$ cat src/wemsf_pkg.sv
// ----------------------------------------------------------------------------
// Weighted EMA sensor fusion - package
// Field widths, setup register layout, constants and sequencer types.
// ----------------------------------------------------------------------------
package wemsf_pkg;

  // channel field widths
  localparam int unsigned IDX_W     = 2;
  localparam int unsigned TEMP_W    = 19;
  localparam int unsigned OUT_W     = 21;
  localparam int unsigned CFG_W     = 38;
  localparam int unsigned CFG_IDX_W = 3;

  // setup register layout
  localparam int unsigned PM_W       = 10;
  localparam int unsigned ALPHA_LSB  = 0;
  localparam int unsigned WEIGHT_LSB = 10;
  localparam int unsigned OFFS_LSB   = 20;
  localparam int unsigned OFFS_W     = 18;

  localparam logic [CFG_W-1:0] SETUP0_RST = 38'd1025000;
  localparam logic [CFG_W-1:0] SETUPN_RST = 38'd1000;

  // datapath widths
  localparam int unsigned X_W     = 20;
  localparam int unsigned FILT_W  = 20;
  localparam int unsigned SUM_W   = 22;
  localparam int unsigned Q_W     = 21;
  localparam int unsigned MUL_W   = 32;
  localparam int unsigned PROD_W  = 64;

  localparam logic [PM_W-1:0] PER_MILLE = 10'd1000;

  // floor(m/1000) == (m * RECIP) >> RECIP_SHIFT, exact for m < 2**30
  localparam logic [MUL_W-1:0] RECIP       = 32'd1099511628;
  localparam int unsigned      RECIP_SHIFT = 40;

  // saturation limits
  localparam logic signed [FILT_W-1:0] FILT_MAX = 20'sh7FFFF;
  localparam logic signed [FILT_W-1:0] FILT_MIN = 20'sh80000;
  localparam logic signed [SUM_W-1:0]  SUM_MAX  = 22'sh1FFFFF;
  localparam logic signed [SUM_W-1:0]  SUM_MIN  = 22'sh200000;
  localparam logic signed [OUT_W-1:0]  OUT_MAX  = 21'shFFFFF;
  localparam logic signed [OUT_W-1:0]  OUT_MIN  = 21'sh100000;

  typedef enum logic [3:0] {
    ST_IDLE,
    ST_MUL_NEW,
    ST_MUL_OLD,
    ST_ADD,
    ST_DIV_F,
    ST_FILT,
    ST_MUL_W,
    ST_DIV_W,
    ST_SUM
  } state_e;

  typedef enum logic [2:0] {
    OP_NEW,
    OP_OLD,
    OP_WGT,
    OP_DIV_ACC,
    OP_DIV_PROD
  } mul_op_e;

  typedef struct packed {
    logic    in_ready;
    logic    mul_en;
    mul_op_e mul_op;
    logic    acc_load;
    logic    acc_add;
    logic    filt_upd;
    logic    sum_upd;
  } ctrl_t;

endpackage

$ cat src/wemsf_if.sv
// ----------------------------------------------------------------------------
// Weighted EMA sensor fusion - channel interfaces
// Reading, result and setup-write channels with valid/ready handshakes.
// ----------------------------------------------------------------------------
interface wemsf_in_if import wemsf_pkg::*; ();
  logic                     valid;
  logic                     ready;
  logic [IDX_W-1:0]         sensor_index;
  logic signed [TEMP_W-1:0] sensor_temp;
  logic                     last_sensor;

  modport source (output valid, sensor_index, sensor_temp, last_sensor, input ready);
  modport sink   (input valid, sensor_index, sensor_temp, last_sensor, output ready);
endinterface

interface wemsf_out_if import wemsf_pkg::*; ();
  logic                    valid;
  logic                    ready;
  logic signed [OUT_W-1:0] combined_temp;

  modport source (output valid, combined_temp, input ready);
  modport sink   (input valid, combined_temp, output ready);
endinterface

interface wemsf_cfg_if import wemsf_pkg::*; ();
  logic                 valid;
  logic                 ready;
  logic [CFG_IDX_W-1:0] reg_index;
  logic [CFG_W-1:0]     reg_data;

  modport source (output valid, reg_index, reg_data, input ready);
  modport sink   (input valid, reg_index, reg_data, output ready);
endinterface

$ cat src/wemsf_mul.sv
// ----------------------------------------------------------------------------
// Weighted EMA sensor fusion - shared multiplier
// Signed 32x32 multiply with a registered 64-bit product.
// ----------------------------------------------------------------------------
module wemsf_mul import wemsf_pkg::*; (
  input  logic                     clk_i,
  input  logic                     en_i,
  input  logic signed [MUL_W-1:0]  a_i,
  input  logic signed [MUL_W-1:0]  b_i,
  output logic signed [PROD_W-1:0] p_o
);

  logic signed [PROD_W-1:0] prod_d, prod_q;

  assign prod_d = a_i * b_i;

  always_ff @(posedge clk_i) begin
    if (en_i) begin
      prod_q <= prod_d;
    end
  end

  assign p_o = prod_q;

endmodule

$ cat src/wemsf_seq.sv
// ----------------------------------------------------------------------------
// Weighted EMA sensor fusion - sequencer
// Steps one reading through the shared multiplier, one operation per cycle unless ST_SUM holds.
// ----------------------------------------------------------------------------
module wemsf_seq import wemsf_pkg::*; (
  input  logic  clk_i,
  input  logic  rst_ni,
  input  logic  start_i,   // reading accepted
  input  logic  skip_i,    // index outside the sensor range
  input  logic  seeded_i,  // stored filter value is nonzero
  input  logic  hold_i,    // closing result cannot leave yet
  output ctrl_t ctrl_o
);

  state_e state_d, state_q;

  always_comb begin
    state_d = state_q;
    case (state_q)
      ST_IDLE: begin
        if (start_i) begin
          state_d = skip_i ? ST_SUM : ST_MUL_NEW;
        end
      end
      ST_MUL_NEW: state_d = seeded_i ? ST_MUL_OLD : ST_FILT;
      ST_MUL_OLD: state_d = ST_ADD;
      ST_ADD:     state_d = ST_DIV_F;
      ST_DIV_F:   state_d = ST_FILT;
      ST_FILT:    state_d = ST_MUL_W;
      ST_MUL_W:   state_d = ST_DIV_W;
      ST_DIV_W:   state_d = ST_SUM;
      ST_SUM:     state_d = hold_i ? ST_SUM : ST_IDLE;
      default:    state_d = ST_IDLE;
    endcase
  end

  always_comb begin
    ctrl_o = '0;
    ctrl_o.mul_op = OP_NEW;
    case (state_q)
      ST_IDLE: ctrl_o.in_ready = 1'b1;
      ST_MUL_NEW: begin
        ctrl_o.mul_en = 1'b1;
        ctrl_o.mul_op = OP_NEW;
      end
      ST_MUL_OLD: begin
        ctrl_o.mul_en   = 1'b1;
        ctrl_o.mul_op   = OP_OLD;
        ctrl_o.acc_load = 1'b1;
      end
      ST_ADD: ctrl_o.acc_add = 1'b1;
      ST_DIV_F: begin
        ctrl_o.mul_en = 1'b1;
        ctrl_o.mul_op = OP_DIV_ACC;
      end
      ST_FILT: ctrl_o.filt_upd = 1'b1;
      ST_MUL_W: begin
        ctrl_o.mul_en = 1'b1;
        ctrl_o.mul_op = OP_WGT;
      end
      ST_DIV_W: begin
        ctrl_o.mul_en = 1'b1;
        ctrl_o.mul_op = OP_DIV_PROD;
      end
      ST_SUM: ctrl_o.sum_upd = !hold_i;
      default: ctrl_o = '0;
    endcase
  end

  always_ff @(posedge clk_i or negedge rst_ni) begin
    if (!rst_ni) begin
      state_q <= ST_IDLE;
    end else begin
      state_q <= state_d;
    end
  end

endmodule

$ cat src/weighted_ema_sensor_fusion_core.sv
// ----------------------------------------------------------------------------
// Weighted EMA sensor fusion core
// Virtual temperature sensor: per-sensor EMA filters feeding a weighted sum.
// ----------------------------------------------------------------------------
// Usage:
//   in_i   - one reading per request: sensor_index, sensor_temp (mC, signed)
//            and last_sensor, which closes the polling round.
//   out_o  - one combined_temp per closed round (weighted sum of filtered
//            readings, saturated to 21 bits signed).
//   cfg_i  - setup writes, reg_index 0..3 selects sensorN_setup; always
//            ready, higher indexes are dropped. Write only while idle.
// Timing: a reading runs through one shared 32x32 multiplier, one operation
//   per cycle unless a held result stalls it: seeded filters take MUL_NEW,
//   MUL_OLD, ADD, DIV_F, FILT, MUL_W, DIV_W, SUM; unseeded ones skip MUL_OLD,
//   ADD, DIV_F; an index outside MAX_SENSORS goes to SUM only. The next reading
//   waits for idle. A round's result is registered in its closing SUM step.
// Stalls: the result register frees the input side; the next reading is
//   taken while a result waits. A closing reading that finds the result
//   register still full waits in its final step until out_o.ready.
// Reset: filters and round sum clear to zero (zero filter = unseeded),
//   setup registers return to their defaults, result register empties.
// ----------------------------------------------------------------------------
module weighted_ema_sensor_fusion_core import wemsf_pkg::*; #(
  parameter int unsigned MAX_SENSORS = 4
) (
  input  logic         clk_i,
  input  logic         rst_ni,
  wemsf_in_if.sink     in_i,
  wemsf_out_if.source  out_o,
  wemsf_cfg_if.sink    cfg_i
);

  // index width into the per-sensor stores
  localparam int unsigned SEL_W = (MAX_SENSORS > 1) ? $clog2(MAX_SENSORS) : 1;

  // -------------------------------------------------------------- saturation
  function automatic logic signed [FILT_W-1:0] sat_filt(input logic signed [Q_W-1:0] v);
    logic signed [FILT_W-1:0] r;
    if (v > Q_W'(FILT_MAX)) begin
      r = FILT_MAX;
    end else if (v < Q_W'(FILT_MIN)) begin
      r = FILT_MIN;
    end else begin
      r = FILT_W'(v);
    end
    return r;
  endfunction

  function automatic logic signed [SUM_W-1:0] sat_sum(input logic signed [SUM_W:0] v);
    logic signed [SUM_W-1:0] r;
    if (v > (SUM_W+1)'(SUM_MAX)) begin
      r = SUM_MAX;
    end else if (v < (SUM_W+1)'(SUM_MIN)) begin
      r = SUM_MIN;
    end else begin
      r = SUM_W'(v);
    end
    return r;
  endfunction

  function automatic logic signed [OUT_W-1:0] sat_out(input logic signed [SUM_W-1:0] v);
    logic signed [OUT_W-1:0] r;
    if (v > SUM_W'(OUT_MAX)) begin
      r = OUT_MAX;
    end else if (v < SUM_W'(OUT_MIN)) begin
      r = OUT_MIN;
    end else begin
      r = OUT_W'(v);
    end
    return r;
  endfunction

  // ------------------------------------------------------------- signals
  ctrl_t ctrl;

  logic [CFG_W-1:0]         setup_q [MAX_SENSORS];
  logic signed [FILT_W-1:0] filt_q  [MAX_SENSORS];

  logic                     in_fire, cfg_fire, in_range, hold;
  logic [CFG_W-1:0]         setup_rd;
  logic [PM_W-1:0]          alpha_raw, alpha_c;
  logic signed [OFFS_W-1:0] offset;
  logic signed [X_W-1:0]    x_d;

  // per-reading context latched at accept
  logic [SEL_W-1:0]         idx_q;
  logic                     in_range_q, last_q;
  logic [PM_W-1:0]          alpha_q, beta_q, weight_q;
  logic signed [X_W-1:0]    x_q;
  logic signed [FILT_W-1:0] f_old_q, fnew_q;

  // arithmetic
  logic signed [MUL_W-1:0]  mul_a, mul_b;
  logic signed [PROD_W-1:0] prod;
  logic signed [MUL_W-1:0]  acc_q, div_src, div_mag;
  logic                     neg_q;
  logic [Q_W-1:0]           q_mag;
  logic signed [Q_W-1:0]    q_s, add_term;
  logic signed [FILT_W-1:0] fnew_d;
  logic signed [SUM_W-1:0]  round_sum_q, sum_new;

  logic                     out_valid_q;
  logic signed [OUT_W-1:0]  out_data_q;

  // ------------------------------------------------------------- handshakes
  assign in_i.ready  = ctrl.in_ready;
  assign cfg_i.ready = 1'b1;
  assign in_fire     = in_i.valid & in_i.ready;
  assign cfg_fire    = cfg_i.valid & cfg_i.ready;
  assign in_range    = 3'(in_i.sensor_index) < 3'(MAX_SENSORS);

  // closing reading cannot hand over while the previous result is unclaimed
  assign hold = last_q & out_valid_q & ~out_o.ready;

  wemsf_seq u_seq (
    .clk_i    (clk_i),
    .rst_ni   (rst_ni),
    .start_i  (in_fire),
    .skip_i   (!in_range),
    .seeded_i (f_old_q != '0),
    .hold_i   (hold),
    .ctrl_o   (ctrl)
  );

  // ------------------------------------------------------------- setup regs
  always_ff @(posedge clk_i or negedge rst_ni) begin
    if (!rst_ni) begin
      for (int i = 0; i < MAX_SENSORS; i++) begin
        setup_q[i] <= (i == 0) ? SETUP0_RST : SETUPN_RST;
      end
    end else if (cfg_fire && (cfg_i.reg_index < CFG_IDX_W'(MAX_SENSORS))) begin
      setup_q[cfg_i.reg_index[SEL_W-1:0]] <= cfg_i.reg_data;
    end
  end

  // ------------------------------------------------------------- accept stage
  assign setup_rd  = setup_q[in_i.sensor_index[SEL_W-1:0]];
  assign alpha_raw = setup_rd[ALPHA_LSB +: PM_W];
  assign alpha_c   = (alpha_raw > PER_MILLE) ? PER_MILLE : alpha_raw;  // cap at full weight
  assign offset    = $signed(setup_rd[OFFS_LSB +: OFFS_W]);
  assign x_d       = X_W'(in_i.sensor_temp) - X_W'(offset);

  always_ff @(posedge clk_i) begin
    if (in_fire) begin
      idx_q    <= in_i.sensor_index[SEL_W-1:0];
      alpha_q  <= alpha_c;
      beta_q   <= PER_MILLE - alpha_c;
      weight_q <= setup_rd[WEIGHT_LSB +: PM_W];
      x_q      <= x_d;
      f_old_q  <= in_range ? filt_q[in_i.sensor_index[SEL_W-1:0]] : '0;
    end
  end

  always_ff @(posedge clk_i or negedge rst_ni) begin
    if (!rst_ni) begin
      in_range_q <= 1'b0;
      last_q     <= 1'b0;
    end else if (in_fire) begin
      in_range_q <= in_range;
      last_q     <= in_i.last_sensor;
    end
  end

  // ------------------------------------------------------------- shared multiplier
  // divide steps take the magnitude; the sign is reapplied to the quotient
  assign div_src = (ctrl.mul_op == OP_DIV_ACC) ? acc_q : prod[MUL_W-1:0];
  assign div_mag = div_src[MUL_W-1] ? -div_src : div_src;

  always_comb begin
    case (ctrl.mul_op)
      OP_NEW: begin
        mul_a = MUL_W'(alpha_q);
        mul_b = MUL_W'(x_q);
      end
      OP_OLD: begin
        mul_a = MUL_W'(beta_q);
        mul_b = MUL_W'(f_old_q);
      end
      OP_WGT: begin
        mul_a = MUL_W'(weight_q);
        mul_b = MUL_W'(fnew_q);
      end
      OP_DIV_ACC, OP_DIV_PROD: begin
        mul_a = div_mag;
        mul_b = RECIP;
      end
      default: begin
        mul_a = '0;
        mul_b = '0;
      end
    endcase
  end

  wemsf_mul u_mul (
    .clk_i (clk_i),
    .en_i  (ctrl.mul_en),
    .a_i   (mul_a),
    .b_i   (mul_b),
    .p_o   (prod)
  );

  // blend accumulator and quotient sign
  always_ff @(posedge clk_i) begin
    if (ctrl.acc_load) begin
      acc_q <= prod[MUL_W-1:0];
    end else if (ctrl.acc_add) begin
      acc_q <= acc_q + prod[MUL_W-1:0];
    end
    if (ctrl.mul_en && (ctrl.mul_op == OP_DIV_ACC || ctrl.mul_op == OP_DIV_PROD)) begin
      neg_q <= div_src[MUL_W-1];
    end
  end

  // quotient after a divide step, truncated toward zero
  assign q_mag = prod[RECIP_SHIFT+Q_W-1:RECIP_SHIFT];
  assign q_s   = neg_q ? -$signed(q_mag) : $signed(q_mag);

  // ------------------------------------------------------------- filter update
  // unseeded filter loads the reading directly
  assign fnew_d = (f_old_q != '0) ? sat_filt(q_s) : x_q;

  always_ff @(posedge clk_i) begin
    if (ctrl.filt_upd) begin
      fnew_q <= fnew_d;
    end
  end

  always_ff @(posedge clk_i or negedge rst_ni) begin
    if (!rst_ni) begin
      for (int i = 0; i < MAX_SENSORS; i++) begin
        filt_q[i] <= '0;
      end
    end else if (ctrl.filt_upd) begin
      filt_q[idx_q] <= fnew_d;
    end
  end

  // ------------------------------------------------------------- round sum / result
  assign add_term = in_range_q ? q_s : '0;
  assign sum_new  = sat_sum((SUM_W+1)'(round_sum_q) + (SUM_W+1)'(add_term));

  always_ff @(posedge clk_i or negedge rst_ni) begin
    if (!rst_ni) begin
      round_sum_q <= '0;
      out_valid_q <= 1'b0;
    end else begin
      // a new result may replace the one leaving this cycle
      if (ctrl.sum_upd && last_q) begin
        out_valid_q <= 1'b1;
      end else if (out_valid_q && out_o.ready) begin
        out_valid_q <= 1'b0;
      end
      if (ctrl.sum_upd) begin
        if (last_q) begin
          round_sum_q <= '0;
        end else begin
          round_sum_q <= sum_new;
        end
      end
    end
  end

  always_ff @(posedge clk_i) begin
    if (ctrl.sum_upd && last_q) begin
      out_data_q <= sat_out(sum_new);
    end
  end

  assign out_o.valid         = out_valid_q;
  assign out_o.combined_temp = out_data_q;

endmodule

$ cat src/flat_wrapper.sv
// flat-port wrapper written by rule: the top's interface ports become plain ports
module weighted_ema_sensor_fusion_core_flat import wemsf_pkg::*;
#(
  parameter int unsigned MAX_SENSORS = 4
)
  (clk_i, rst_ni, in_i_valid, in_i_sensor_index, in_i_sensor_temp, in_i_last_sensor, in_i_ready, out_o_valid, out_o_combined_temp, out_o_ready, cfg_i_valid, cfg_i_reg_index, cfg_i_reg_data, cfg_i_ready);
  wemsf_in_if in_i_i ();
  wemsf_out_if out_o_i ();
  wemsf_cfg_if cfg_i_i ();
  input  logic clk_i;
  input  logic rst_ni;
  input wire logic [$bits(in_i_i.valid)-1:0] in_i_valid;
  input wire logic [$bits(in_i_i.sensor_index)-1:0] in_i_sensor_index;
  input wire logic [$bits(in_i_i.sensor_temp)-1:0] in_i_sensor_temp;
  input wire logic [$bits(in_i_i.last_sensor)-1:0] in_i_last_sensor;
  output wire logic [$bits(in_i_i.ready)-1:0] in_i_ready;
  output wire logic [$bits(out_o_i.valid)-1:0] out_o_valid;
  output wire logic [$bits(out_o_i.combined_temp)-1:0] out_o_combined_temp;
  input wire logic [$bits(out_o_i.ready)-1:0] out_o_ready;
  input wire logic [$bits(cfg_i_i.valid)-1:0] cfg_i_valid;
  input wire logic [$bits(cfg_i_i.reg_index)-1:0] cfg_i_reg_index;
  input wire logic [$bits(cfg_i_i.reg_data)-1:0] cfg_i_reg_data;
  output wire logic [$bits(cfg_i_i.ready)-1:0] cfg_i_ready;
  assign in_i_i.valid = in_i_valid;
  assign in_i_i.sensor_index = in_i_sensor_index;
  assign in_i_i.sensor_temp = in_i_sensor_temp;
  assign in_i_i.last_sensor = in_i_last_sensor;
  assign in_i_ready = in_i_i.ready;
  assign out_o_valid = out_o_i.valid;
  assign out_o_combined_temp = out_o_i.combined_temp;
  assign out_o_i.ready = out_o_ready;
  assign cfg_i_i.valid = cfg_i_valid;
  assign cfg_i_i.reg_index = cfg_i_reg_index;
  assign cfg_i_i.reg_data = cfg_i_reg_data;
  assign cfg_i_ready = cfg_i_i.ready;
  weighted_ema_sensor_fusion_core #(.MAX_SENSORS(MAX_SENSORS)) u_core (.clk_i(clk_i), .rst_ni(rst_ni), .in_i(in_i_i), .out_o(out_o_i), .cfg_i(cfg_i_i));
endmodule
$ cat config.mk
export PLATFORM = sky130hd
export DESIGN_NAME = weighted_ema_sensor_fusion_core_flat
export DESIGN_NICKNAME = d
export VERILOG_FILES = /design/src/wemsf_pkg.sv /design/src/wemsf_if.sv /design/src/wemsf_mul.sv /design/src/wemsf_seq.sv /design/src/weighted_ema_sensor_fusion_core.sv /design/src/flat_wrapper.sv
export SDC_FILE = /design/constraint.sdc
export NUM_CORES = 2
export LEC_CHECK = 0
export ABC_AREA = 0
export BUFFER_PORTS_ARGS = -buffer_cell sky130_fd_sc_hd__buf_2
export CAP_MARGIN = 20
export CORE_MARGIN = 3
export CORE_UTILIZATION = 66
export DETAILED_ROUTE_END_ITERATION = 16
export HOLD_SLACK_MARGIN = 0.06
export PLACE_DENSITY = 0.83
export SYNTH_ARGS = -nofsm -noshare
export SYNTH_HDL_FRONTEND = slang
export SYNTH_SLANG_ARGS = --single-unit
$ cat constraint.sdc
create_clock -name clk_i -period 11 [get_ports clk_i]
set_input_delay 2.2 -clock clk_i [delete_from_list [all_inputs] [get_ports clk_i]]
set_output_delay 2.2 -clock clk_i [all_outputs]
set_load 0.1 [all_outputs]
==> metrics.txt <==
die area=86300 µm²; status=complete, no violations; worst skew pair latency=a little over 600 ps; WS Path Type=flop to flop; largest area contributor in the netlist=fa_1; FFs w/ async S/R, synth=0.5686; Ys Warns=0; Most Crowded Layer GR=met2; final slew viol count=0; FF-to-FF path depth=35; core area=81330 µm²; critical path data arrival time=10940 ps; vias in the first global route=41914; Die Y=293.8 µm; num rows=104; Root Driver=clkbuf_16; worst setup margin=412.4 ps; CP Max Fanout=39; area growth from synthesis to layout=9.452%; Hold EP=u_core.filt_q[37]; Hold Path Origin=u_core.filt_q[37]; router iterations before antenna repair=8; ranking of synthesized cells by area=fa_1 (37%), edfxtp_1 (11%), dfrtp_1 (11%); fmax=roughly 94 MHz; period utilisation layout=0.9625; Crit-path slowest cell=fa_1; Yosys cell types=100; Yosys top cell area share=0.3674; Core Util, Final=0.7356; worst slew pin tran=1301 ps; cell depth of the worst hold path=2; placed cells=6593; WL per Instance=21.48 µm; nets=just under 7000; Seq cells post-synth=459; Initial Util=0.6721; setup_tns=0 ps; TritonCTS clock tree=built; port buffer count=90; vias=38472; # IOs=92; Place WS=-6.301 ps; share of layout cells above drive strength 1=0.1093; final setup violating endpoints=0; chip width=293.8 µm; sequential-to-total area share from yosys stat=0.2290; final non-filler cell total=6687; Post-synth EDFFs=198; DRT iter0 DRCs=about 3500; clock sink count=459; final-report hold violation count=0; met2 usage=0.5788; initial antenna violation count=2; clk_skew=37.26 ps; reg2reg end=u_core.u_mul.p_o[45]; synthesized area per cell=10.65 µm²; TritonCTS buffer count=48; largest net degree at the start of global routing=157; critical path capture point type=flop; nature of the critical path startpoint=flop; Syn Inst Count=around 5100; Post-CTS Hold Buffers=0; routing usage on met1=0.4558; RSZ-0062 raised after global routing=no; H-tree depth=2; Placer Congestion=between 1 and 1.5; vias per cell=5.753; antenna cells=0; Mapped Area=54660 µm²; biggest cell delay along the critical path=between 600 and 700 ps; reg2reg start=u_core.u_seq.state_q[1]; DP HPWL=117100 µm; GRT overflow=0; GRT Util Overall=0.3491; Worst Hold Class=flop to flop; Most used DFF post-synth=dfrtp_1; clk slew on worst S/H paths=60 ps; Post-Route WL=between 100000 and 150000 µm; Tmin final=between 10000 and 15000 ps; Slew HR=0.1326; first-pass GRT wire length=231100 µm; Worst EP required=11350 ps; Residual DRC=0; Max-Cap Viols=0; met3 Use GR=0.06498; CTS Buffer Depth=3; most used cell, CP=fa_1; reg2reg setup slack=410 ps; Detail Route Antenna Nets=0
-- state kept, by name, summed over array words and instances (netlist names), 21 cells and up --
name                        count
u_core.out_o.combined_temp     21
u_core.acc_q                   32
u_core.round_sum_q             22
u_core.u_mul.p_o               53
u_core.setup_q                152
u_core.filt_q                  80
-- worst max-delay path: cells and delay by family, from the launching register on --
family                   cells  cell delay (ps)
AO/OA/AOI/OAI                6             1400
multiplexers                 1              340
AND/OR/NAND/NOR             10             1850
XOR/XNOR                     2              510
buffers and inverters        6              920
flip-flops                   1              500
adder cells (fa/ha/maj)     10             4780
-- layer usage --
metal  part of all wire  vias to the layer above  wire length, µm
met4              0.055                        4             7896
met3              0.091                      424            13070
met2               0.49                     1870            69740
li1                   -                    16707                -
met5           0.000097                        -               14
met1               0.37                    19467            52920
-- what timing repair did --
item / 4_1_cts / 5_1_grt
buffers inserted: 0 / 4
setup endpoints to repair: 2 / 16
pin swaps: 0 / 3
resized for setup: 2 / 24
-- cell usage in the layout, fill, tap and decap left out, types with 18 or more instances in the layout --
cell type / netlist / routed
a21o_1: 57 / 57
a21oi_1: 191 / 190
a22oi_1: 20 / 20
and2_1: 33 / 31
and3_1: 18 / 18
buf_2: 14 / 88
buf_4: 3 / 117
clkbuf_16: 0 / 49
conb_1: 2 / 350
dfrtp_1: 231 / 230
dfstp_2: 30 / 30
edfxtp_1: 198 / 198
fa_1: 1003 / 1001
ha_1: 267 / 266
inv_1: 1158 / 1152
mux2_2: 158 / 158
mux2i_1: 34 / 31
mux4_2: 58 / 58
nand2_1: 511 / 509
nand2b_1: 26 / 26
nand3_1: 58 / 57
nor2_1: 232 / 228
nor2b_1: 37 / 37
nor3_1: 29 / 27
o21a_1: 29 / 29
o21ai_0: 126 / 125
o21ai_1: 39 / 40
or3_1: 19 / 19
xnor2_1: 108 / 108
xor2_1: 64 / 64
-- cells in the mapped netlist, types with 19 or more instances --
library cell / n
nand2_1: 511
nor3_1: 29
nor2_1: 232
mux2i_1: 34
mux2_2: 158
nand2b_1: 26
nor2b_1: 37
dfrtp_1: 231
a21o_1: 57
clkbuf_1: 115
dfstp_2: 30
mux4_2: 58
nand3_1: 58
edfxtp_1: 198
xor2_1: 64
a211oi_1: 19
o21a_1: 29
fa_1: 1003
or3_1: 19
and2_1: 33
a22oi_1: 20
a21oi_1: 191
ha_1: 267
o21ai_1: 39
o21ai_0: 126
xnor2_1: 108
inv_1: 1158
-- per-stage QoR --
step / instance area, µm² / hold slack, ps
after global placement: 58100 / 456.6
after CTS: 59650 / 489.1
after detailed placement: 58100 / 470.4
after global routing: 59820 / 507.5
final: 59820 / 486.1
after floorplan: 55960 / 444.6
-- final cells by class --
class	count	area, µm²
Tap cell	1060	1326
Multi-Input combinational cell	3711	38660
Timing Repair Buffer	210	1413
Fill cell	5441	21500
Clock buffer	64	1306
Clock inverter	23	232.7
Inverter	1160	4372
Sequential cell	459	12520
-- cell families after synthesis --
logic type / Yosys count / synth area share
buf+inv: 1310 / 0.09099
fa+ha+maj: 1271 / 0.4287
simple gates: 1030 / 0.08404
compound gates: 634 / 0.07579
flops: 459 / 0.2290
mux: 251 / 0.06295
xor+xnor: 175 / 0.02845
other cells: 2 / 0.0001374
-- worst max path at each step --
stage	start	to	depth (start not counted)
2_1_floorplan	u_core.u_seq.state_q[0]	u_core.u_mul.p_o[59]	41
3_3_place_gp	u_core.u_seq.state_q[1]	u_core.u_mul.p_o[45]	33
3_5_place_dp	u_core.u_seq.state_q[1]	u_core.u_mul.p_o[45]	33
4_1_cts	u_core.u_seq.state_q[1]	u_core.u_mul.p_o[45]	33
5_1_grt	u_core.u_seq.state_q[1]	u_core.u_mul.p_o[59]	36
6_report	u_core.u_seq.state_q[1]	u_core.u_mul.p_o[45]	35
Power is not shown: default switching activity piles up to over one toggle a cycle in this logic, so the estimate is an artifact.
